File: src/rtl/spsv_pkg.sv
package spsv_pkg;

    // Width of the candidate and prime fields on the stream ports
    localparam int CAND_WIDTH = 16;

    typedef enum logic [3:0] {
        S_IDLE = 4'b0001,
        S_READ = 4'b0010,
        S_DIV  = 4'b0100,
        S_EMIT = 4'b1000
    } t_state;

    // Status of the remainder unit toward the sequencer
    typedef struct packed {
        logic done;      // one-cycle pulse: remainder is final
        logic divides;   // divisor is nonzero and leaves no remainder
    } t_rem_stat;

endpackage

File: src/rtl/spsv_cand_if.sv
interface spsv_cand_if;
    logic                            valid;
    logic                            ready;
    logic [spsv_pkg::CAND_WIDTH-1:0] candidate;

    modport source (output valid, output candidate, input ready);
    modport sink   (input valid, input candidate, output ready);
endinterface

File: src/rtl/spsv_prime_if.sv
interface spsv_prime_if;
    logic                            valid;
    logic                            ready;
    logic [spsv_pkg::CAND_WIDTH-1:0] prime;
    logic                            unconfirmed;

    modport source (output valid, output prime, output unconfirmed, input ready);
    modport sink   (input valid, input prime, input unconfirmed, output ready);
endinterface

File: src/rtl/spsv_cell_mem.sv
module spsv_cell_mem #(
    parameter int NUM_CELLS   = 64,
    parameter int VALUE_WIDTH = 16,
    parameter int ADDR_WIDTH  = 6
) (
    input  logic                   i_clk,
    input  logic                   i_wr_en,
    input  logic [ADDR_WIDTH-1:0]  i_wr_addr,
    input  logic [VALUE_WIDTH-1:0] i_wr_data,
    input  logic                   i_rd_en,
    input  logic [ADDR_WIDTH-1:0]  i_rd_addr,
    output logic [VALUE_WIDTH-1:0] o_rd_data
);

    logic [VALUE_WIDTH-1:0] r_cells [NUM_CELLS];
    logic [VALUE_WIDTH-1:0] r_rd_data;

    always_ff @(posedge i_clk) begin
        if (i_wr_en) begin
            r_cells[i_wr_addr] <= i_wr_data;
        end
    end

    always_ff @(posedge i_clk) begin
        if (i_rd_en) begin
            r_rd_data <= r_cells[i_rd_addr];
        end
    end

    assign o_rd_data = r_rd_data;

endmodule

File: src/rtl/spsv_rem_unit.sv
module spsv_rem_unit #(
    parameter int VALUE_WIDTH = 16
) (
    input  logic                   i_clk,
    input  logic                   i_rst_n,
    input  logic                   i_start,
    input  logic [VALUE_WIDTH-1:0] i_dividend,
    input  logic [VALUE_WIDTH-1:0] i_divisor,
    output spsv_pkg::t_rem_stat    o_stat
);

    localparam int CNT_W = $clog2(VALUE_WIDTH);

    logic             r_busy, n_busy;
    logic             r_done, n_done;
    logic [CNT_W-1:0] r_cnt, n_cnt;
    logic [VALUE_WIDTH-1:0] r_rem, n_rem;
    logic [VALUE_WIDTH-1:0] r_dvd, n_dvd;
    logic [VALUE_WIDTH-1:0] r_dvs, n_dvs;
    logic [VALUE_WIDTH:0]   w_trial;
    logic [VALUE_WIDTH:0]   w_dvs_ext;

    // One restoring step: bring down the next dividend bit, subtract if it fits
    assign w_trial   = {r_rem, r_dvd[VALUE_WIDTH-1]};
    assign w_dvs_ext = {1'b0, r_dvs};

    always_comb begin
        n_busy = r_busy;
        n_done = 1'b0;
        n_cnt  = r_cnt;
        n_rem  = r_rem;
        n_dvd  = r_dvd;
        n_dvs  = r_dvs;
        if (i_start) begin
            n_busy = 1'b1;
            n_cnt  = CNT_W'(VALUE_WIDTH - 1);
            n_rem  = '0;
            n_dvd  = i_dividend;
            n_dvs  = i_divisor;
        end else if (r_busy) begin
            if (w_trial >= w_dvs_ext) begin
                n_rem = VALUE_WIDTH'(w_trial - w_dvs_ext);
            end else begin
                n_rem = w_trial[VALUE_WIDTH-1:0];
            end
            n_dvd = {r_dvd[VALUE_WIDTH-2:0], 1'b0};
            n_cnt = r_cnt - CNT_W'(1);
            if (r_cnt == '0) begin
                n_busy = 1'b0;
                n_done = 1'b1;
            end
        end
    end

    always_ff @(posedge i_clk) begin
        if (!i_rst_n) begin
            r_busy <= 1'b0;
            r_done <= 1'b0;
        end else begin
            r_busy <= n_busy;
            r_done <= n_done;
        end
    end

    always_ff @(posedge i_clk) begin
        r_cnt <= n_cnt;
        r_rem <= n_rem;
        r_dvd <= n_dvd;
        r_dvs <= n_dvs;
    end

    assign o_stat.done    = r_done;
    assign o_stat.divides = (r_rem == '0) && (r_dvs != '0);

endmodule

File: src/rtl/streaming_prime_sieve_core.sv
// Streaming prime sieve. Send candidates in increasing order (2, 3, 4, ...);
// each candidate is tested against every prime stored so far, one stored prime
// at a time. A candidate that none of them divides comes out on the result
// channel: while the cell memory has room it is stored and flagged confirmed
// (unconfirmed = 0); once all NUM_CELLS cells hold primes it is emitted with
// unconfirmed = 1 and not stored. Candidates 0 and 1, and candidates that a
// stored prime divides, produce no result. Only the low VALUE_WIDTH bits of a
// candidate are used. The block takes one candidate at a time: for each stored
// prime that it meets before the candidate is decided, it reads the cell, runs
// the bit-serial remainder unit (VALUE_WIDTH steps per divisor) and then
// decides whether to stop, read the next prime or emit the survivor. A
// finished result sits in an output register, so the next candidate is taken
// while the result waits for its consumer. No clearing pass is needed after
// reset: only cells below the fill count are ever read.
module streaming_prime_sieve_core #(
    parameter int NUM_CELLS   = 64,
    parameter int VALUE_WIDTH = 16
) (
    input  logic                i_clk,
    input  logic                i_rst_n,
    spsv_cand_if.sink           i_cand,
    spsv_prime_if.source        o_prime
);

    localparam int IDX_W = (NUM_CELLS > 1) ? $clog2(NUM_CELLS) : 1;
    localparam int CNT_W = $clog2(NUM_CELLS + 1);

    spsv_pkg::t_state    r_state, n_state;
    spsv_pkg::t_rem_stat w_rem_stat;

    logic [CNT_W-1:0]       r_filled, n_filled;
    logic [CNT_W-1:0]       r_idx, n_idx;
    logic [CNT_W-1:0]       w_idx_nx;
    logic [VALUE_WIDTH-1:0] r_value, n_value;
    logic [VALUE_WIDTH-1:0] w_value;
    logic [31:0]            w_cand_ext;
    logic [31:0]            w_value_ext;

    logic                   r_out_valid, n_out_valid;
    logic [spsv_pkg::CAND_WIDTH-1:0] r_out_prime, n_out_prime;
    logic                   r_out_unconf, n_out_unconf;

    logic                   w_accept;
    logic                   w_full;
    logic                   w_out_free;
    logic                   w_rd_en;
    logic [IDX_W-1:0]       w_rd_addr;
    logic                   w_wr_en;
    logic                   w_rem_start;
    logic [VALUE_WIDTH-1:0] w_rd_data;

    // Fit the 16-bit request to the internal value width and back
    assign w_cand_ext  = 32'(i_cand.candidate);
    assign w_value     = w_cand_ext[VALUE_WIDTH-1:0];
    assign w_value_ext = 32'(r_value);

    assign i_cand.ready = (r_state == spsv_pkg::S_IDLE);
    assign w_accept     = i_cand.valid && i_cand.ready;
    assign w_full       = (r_filled == CNT_W'(NUM_CELLS));
    assign w_out_free   = !r_out_valid || o_prime.ready;
    assign w_idx_nx     = r_idx + CNT_W'(1);

    spsv_cell_mem #(
        .NUM_CELLS   (NUM_CELLS),
        .VALUE_WIDTH (VALUE_WIDTH),
        .ADDR_WIDTH  (IDX_W)
    ) u_cells (
        .i_clk     (i_clk),
        .i_wr_en   (w_wr_en),
        .i_wr_addr (r_filled[IDX_W-1:0]),
        .i_wr_data (r_value),
        .i_rd_en   (w_rd_en),
        .i_rd_addr (w_rd_addr),
        .o_rd_data (w_rd_data)
    );

    spsv_rem_unit #(
        .VALUE_WIDTH (VALUE_WIDTH)
    ) u_rem (
        .i_clk      (i_clk),
        .i_rst_n    (i_rst_n),
        .i_start    (w_rem_start),
        .i_dividend (r_value),
        .i_divisor  (w_rd_data),
        .o_stat     (w_rem_stat)
    );

    // Sequencer: read a stored prime, run the remainder, decide, advance.
    // The only write happens in S_EMIT, after all reads of this request, and
    // lands above every cell a later request reads first, so reads and writes
    // of one cell never overlap.
    always_comb begin
        n_state      = r_state;
        n_filled     = r_filled;
        n_idx        = r_idx;
        n_value      = r_value;
        n_out_valid  = r_out_valid && !o_prime.ready;
        n_out_prime  = r_out_prime;
        n_out_unconf = r_out_unconf;
        w_rd_en      = 1'b0;
        w_rd_addr    = r_idx[IDX_W-1:0];
        w_wr_en      = 1'b0;
        w_rem_start  = 1'b0;

        unique case (r_state)
            spsv_pkg::S_IDLE: begin
                if (w_accept) begin
                    n_value = w_value;
                    if (w_value < VALUE_WIDTH'(2)) begin
                        // drop 0 and 1
                        n_state = spsv_pkg::S_IDLE;
                    end else if (r_filled == '0) begin
                        n_state = spsv_pkg::S_EMIT;
                    end else begin
                        w_rd_en   = 1'b1;
                        w_rd_addr = '0;
                        n_idx     = '0;
                        n_state   = spsv_pkg::S_READ;
                    end
                end
            end
            spsv_pkg::S_READ: begin
                // read data is valid now; hand it to the remainder unit
                w_rem_start = 1'b1;
                n_state     = spsv_pkg::S_DIV;
            end
            spsv_pkg::S_DIV: begin
                if (w_rem_stat.done) begin
                    if (w_rem_stat.divides) begin
                        n_state = spsv_pkg::S_IDLE;
                    end else if (w_idx_nx == r_filled) begin
                        n_state = spsv_pkg::S_EMIT;
                    end else begin
                        w_rd_en   = 1'b1;
                        w_rd_addr = w_idx_nx[IDX_W-1:0];
                        n_idx     = w_idx_nx;
                        n_state   = spsv_pkg::S_READ;
                    end
                end
            end
            spsv_pkg::S_EMIT: begin
                // hold until the output register can take the survivor
                if (w_out_free) begin
                    n_out_valid  = 1'b1;
                    n_out_prime  = w_value_ext[spsv_pkg::CAND_WIDTH-1:0];
                    n_out_unconf = w_full;
                    if (!w_full) begin
                        w_wr_en  = 1'b1;
                        n_filled = r_filled + CNT_W'(1);
                    end
                    n_state = spsv_pkg::S_IDLE;
                end
            end
            default: begin
                n_state = spsv_pkg::S_IDLE;
            end
        endcase
    end

    always_ff @(posedge i_clk) begin
        if (!i_rst_n) begin
            r_state     <= spsv_pkg::S_IDLE;
            r_filled    <= '0;
            r_out_valid <= 1'b0;
        end else begin
            r_state     <= n_state;
            r_filled    <= n_filled;
            r_out_valid <= n_out_valid;
        end
    end

    always_ff @(posedge i_clk) begin
        r_idx        <= n_idx;
        r_value      <= n_value;
        r_out_prime  <= n_out_prime;
        r_out_unconf <= n_out_unconf;
    end

    assign o_prime.valid       = r_out_valid;
    assign o_prime.prime       = r_out_prime;
    assign o_prime.unconfirmed = r_out_unconf;

    // A cell is written only while the table still has room
    a_no_write_when_full: assert property (@(posedge i_clk) disable iff (!i_rst_n)
        w_wr_en |-> (r_filled < CNT_W'(NUM_CELLS)))
        else $error("cell write with a full table");

    // A new result appears only right after the emit step
    a_result_from_emit: assert property (@(posedge i_clk) disable iff (!i_rst_n)
        $rose(o_prime.valid) |-> $past(r_state == spsv_pkg::S_EMIT))
        else $error("result appeared outside the emit step");

    // The remainder finishes only while the sequencer waits for it
    a_done_in_div: assert property (@(posedge i_clk) disable iff (!i_rst_n)
        w_rem_stat.done |-> (r_state == spsv_pkg::S_DIV))
        else $error("remainder finished outside the divide step");

    // A request below two leaves the block idle and the table untouched
    a_drop_small: assert property (@(posedge i_clk) disable iff (!i_rst_n)
        (w_accept && (w_value < VALUE_WIDTH'(2)))
        |=> ((r_state == spsv_pkg::S_IDLE) && $stable(r_filled)))
        else $error("candidate below two was not dropped");

endmodule

File: src/flat_wrapper.sv
// flat-port wrapper written by rule: the top's interface ports become plain ports
module streaming_prime_sieve_core_flat 
#(
    parameter int NUM_CELLS   = 64,
    parameter int VALUE_WIDTH = 16
)
  (i_clk, i_rst_n, i_cand_valid, i_cand_candidate, i_cand_ready, o_prime_valid, o_prime_prime, o_prime_unconfirmed, o_prime_ready);
  spsv_cand_if i_cand_i ();
  spsv_prime_if o_prime_i ();
  input  logic i_clk;
  input  logic i_rst_n;
  input wire logic [$bits(i_cand_i.valid)-1:0] i_cand_valid;
  input wire logic [$bits(i_cand_i.candidate)-1:0] i_cand_candidate;
  output wire logic [$bits(i_cand_i.ready)-1:0] i_cand_ready;
  output wire logic [$bits(o_prime_i.valid)-1:0] o_prime_valid;
  output wire logic [$bits(o_prime_i.prime)-1:0] o_prime_prime;
  output wire logic [$bits(o_prime_i.unconfirmed)-1:0] o_prime_unconfirmed;
  input wire logic [$bits(o_prime_i.ready)-1:0] o_prime_ready;
  assign i_cand_i.valid = i_cand_valid;
  assign i_cand_i.candidate = i_cand_candidate;
  assign i_cand_ready = i_cand_i.ready;
  assign o_prime_valid = o_prime_i.valid;
  assign o_prime_prime = o_prime_i.prime;
  assign o_prime_unconfirmed = o_prime_i.unconfirmed;
  assign o_prime_i.ready = o_prime_ready;
  streaming_prime_sieve_core #(.NUM_CELLS(NUM_CELLS), .VALUE_WIDTH(VALUE_WIDTH)) u_core (.i_clk(i_clk), .i_rst_n(i_rst_n), .i_cand(i_cand_i), .o_prime(o_prime_i));
endmodule
File: config.mk
export PLATFORM = sky130hd
export DESIGN_NAME = streaming_prime_sieve_core_flat
export DESIGN_NICKNAME = d
export VERILOG_FILES = /design/src/rtl/spsv_pkg.sv /design/src/rtl/spsv_cand_if.sv /design/src/rtl/spsv_prime_if.sv /design/src/rtl/spsv_cell_mem.sv /design/src/rtl/spsv_rem_unit.sv /design/src/rtl/streaming_prime_sieve_core.sv /design/src/flat_wrapper.sv
export SDC_FILE = /design/constraint.sdc
export NUM_CORES = 2
export LEC_CHECK = 0
export BUFFER_PORTS_ARGS = -buffer_cell sky130_fd_sc_hd__clkbuf_2
export CORE_ASPECT_RATIO = 1.2
export CORE_MARGIN = 8
export CORE_UTILIZATION = 30
export CTS_CLUSTER_DIAMETER = 30
export DETAILED_ROUTE_END_ITERATION = 7
export GPL_TIMING_DRIVEN = 1
export PLACE_DENSITY = 0.46
export SYNTH_ARGS = -nofsm -noshare
export SYNTH_HDL_FRONTEND = slang
export SYNTH_HIERARCHICAL = 1
export SYNTH_SLANG_ARGS = --single-unit
File: constraint.sdc
create_clock -name i_clk -period 4.7 [get_ports i_clk]
set_input_delay 0.705 -clock i_clk [delete_from_list [all_inputs] [get_ports i_clk]]
set_output_delay 0.705 -clock i_clk [all_outputs]
set_load 0.03 [all_outputs]
==> qor.csv <==
metric,value,unit
postSynthAreaPerCell,19.7,um2
wl,127000,um
drt-met1-wl,52900,um
gr-total-overflow,0,
setup_viol,0,
drt-vias-per-instance,4.97,
finalCritPeriodShare,95.2,%
portBuffers,38,
yosysSeqAreaShare,74.7,%
gp_congestion,0.845,
chipWidth,372,um
ioPinCount,39,
synth_area_leader_cell,edfxtp_1,
min_path_cells,1,
clock_path_buffers,4,
drv_cap,0,
status,"finished, final reports clean",
rr_worst_depth,15,
area_delta_synth_final,28.5,%
core,0.151,mm2
grt_max_degree,67,
cp.arrival,5.03,ns
slew_headroom,21.3,%
ys_warn_count,6,
clk_latency,0.85,ns
dr.pass1.iters,7,
cts_made_buffers,278,
drive_gt1_share,33.3,%
synth_mux_area_share,14.1,%
period_minus_slack,4.47,ns
cts.sinks,1146,
clkTransAtPathRegs,0.04,ns
initial_core_util,30.2,%
yosys-top-cells-area,"edfxtp_1, mux4_2, mux2i_1, dfxtp_1, mux2_2",
nets,2757,
synth_top_family_by_area,multiplexers,
post_drt_wl_per_cell,26.0,um
synth_edf_count,1112,
synth_compound_area_share,3.62,%
antenna_found_initial,2,
crit_fanout,16,
syn_area,0.0456,mm2
wl_met2,64700,um
dr.first_iter.drc_count,2049,
syn_nets,2353,
ys.flop_type,edfxtp_1,
grt_first_pass_wirelength,183000,um
cts.htree.levels,5,
n_fill_cell,13537,
skew,0.0491,ns
cts_tree,yes,
postPlaceCellArea,0.0493,mm2
hold_viol_final,0,
vias,24292,
power_leakage,19.9,nW
crit_path_start_kind,register,
ant_nets,0,
syn_inst,2312,
critPathCaptureType,register,
grtUsageTotal,15.2,%
met3_length,6070,um
route.detailed.drc,0,
rows,156,
p_total,0.0310,W
max_slew.worst_pin.slew,1.18,ns
synth_cell_types,83,
dieArea,0.165,mm2
hpwl,78200,um
drv_slew,0,
hold-worst-slack,0.0779,ns
powerDensity,529,mW/mm2
grt_pass1_vias,25712,
vdd_ir_drop_max,267,uV
yosys.area_share.simple,4.21,%
ys_ff_latch,1146,
synth_top_cell_area_share,73.2,%
synthArstFlopShare,0,%
stdcell_area,0.0586,mm2
cp.required,5.25,ns
crit_type,reg2reg,
synthAdderAreaFrac,0.593,%
cts_root_buffer,clkbuf_16,
fmaxAchievable,0.224,GHz
top_layer,met4,
min_path_type,in2reg,
synthXorXnorAreaFrac,0.595,%
dieHeight,443,um
final cells by class:
class,instances,area [um2],share of cell area (%)
diodes,4,10.0,0.0171
clock buffers,312,7190,12.3
clock inverters,161,1990,3.39
inverters,29,109,0.186
multi-input cells,1006,10700,18.2
flip-flops and latches,1146,34100,58.2
well taps,1975,2470,4.22
repair buffers,255,2090,3.57
Yosys cell counts, types with 4 or more instances:
cell      number
buf_2         44
xor2_1        13
buf_4         15
a211oi_1      15
and3_1         5
a31oi_1       13
buf_6         19
ha_1          20
clkbuf_1      34
mux2i_1       90
a22oi_1       39
o211ai_1       7
buf_1          6
a311oi_1       8
a221o_1        8
nand2b_1      13
inv_1         29
buf_12         5
dfxtp_1       34
a211o_1        8
nor4_1        14
mux4_2       220
edfxtp_1    1112
mux2_2        42
nand2_1       91
a32oi_1        4
nand4_1       19
nor2_1       101
or4_1          4
a21oi_1       38
nor3_1         7
xnor2_1       18
nand3_1       43
and2_1        10
nor4_2         4
nor2b_1       33
a41oi_1        8
clkbuf_2       4
and4_1         7
o21ai_0       18
a21o_1         7
mux4_1         4
a221oi_1      17
a22o_1         6
state kept, by name, summed over array words and instances, names as in the netlist:
name and flops:
u_core/u_cells/r_cells 1024, u_core/o_prime.prime 16, u_core/r_value 16, u_core/u_cells/o_rd_data 16, u_core/u_rem/r_dvd 16, u_core/u_rem/r_dvs 16
u_core/u_rem/r_rem 16, u_core/r_filled 7, u_core/r_idx 7, u_core/r_state 4, u_core/u_rem/r_cnt 4, u_core/o_prime.unconfirmed 1
u_core/o_prime.valid 1, u_core/u_rem/r_busy 1, u_core/u_rem/r_done 1
logic make-up (layout without fill, tap and decap cells):
family,after synthesis,count (layout)
flip-flops,1146,1146
AND/OR/NAND/NOR,375,375
multiplexers,356,356
AO/OA/AOI/OAI,223,223
buffers and inverters,160,757
XOR/XNOR,31,31
adder cells (fa/ha/maj),21,21
other,0,4
critical path, stage by stage, from the launching register on:
cell,delay (ns)
edfxtp_1,0.48
ha_1,0.31
xnor2_1,0.24
xnor2_1,0.10
o22ai_1,0.28
a41o_2,0.33
a21oi_2,0.10
o21ai_4,0.30
buf_12,0.25
buf_12,0.24
mux4_2,0.52
mux2i_1,0.33
nand3_1,0.19
a31oi_2,0.27
buf_4,0.17
a311oi_1,0.04
what timing repair did:
item | in CTS | in global routing
setup endpoints to repair | 0 | 16
endpoints found under the hold margin | 1 | 0
setup buffers | 0 | 3
resized for setup | 0 | 14
hold buffers | 1 | 0
worst paths after layout:
kind / from / endpoint / slack, ns
worst min register to register: u_core/r_value[3]$_DFFE_PP_ / u_core/o_prime.prime[3]$_DFFE_PP_ / 0.47
worst max register to register: u_core/r_idx[0]$_SDFFCE_PN0P_ / u_core/u_cells/o_rd_data[3]$_DFFE_PP_ / 0.23
worst min-delay path: i_cand_candidate[10] / u_core/r_value[10]$_DFFE_PP_ / 0.08
worst max-delay path: u_core/r_idx[0]$_SDFFCE_PN0P_ / u_core/u_cells/o_rd_data[3]$_DFFE_PP_ / 0.23
layout by cell type, fill, tap and decap left out, drive strengths merged, types with 43 or more instances in the layout:
cell type / netlist / routed
clkbuf: 39 / 351
mux4: 224 / 224
nor2: 103 / 103
clkinv: 0 / 81
inv: 29 / 49
mux2i: 90 / 90
nand3: 43 / 43
edfxtp: 1112 / 1112
nand2: 92 / 92
buf: 92 / 215
stage by stage:
| step | cells | worst slack (ns) | TNS, ns | util (%) |
|---|---|---|---|---|
| floorplan | 2312 | 0.141 | 0 | - |
| global placement | 4406 | 0.00278 | 0 | 32.7 |
| detailed placement | 4406 | 0.0368 | 0 | 32.7 |
| CTS | 4880 | 0.00528 | 0 | 38.8 |
| global route | 4884 | -0.00126 | -0.00126 | 38.8 |
| finish | 4888 | 0.228 | 0 | 38.8 |
per-layer routing:
metal / vias to the layer above / global-route usage, %
li1: 10427 / -
met1: 12931 / 19.3
met2: 727 / 25.9
met3: 207 / 2.96
met4: 0 / 5.29
met5: - / 0
where the power goes:
| group | switching (W) | total (W) | internal [W] |
|---|---|---|---|
| Clock | 0.00557 | 0.0187 | 0.0132 |
| Sequential | 0.0000546 | 0.0114 | 0.0113 |
| Combinational | 0.000573 | 0.000834 | 0.000261 |
| Total | 0.00620 | 0.0310 | 0.0248 |
No activity file was read; power rests on OpenSTA's default activity.
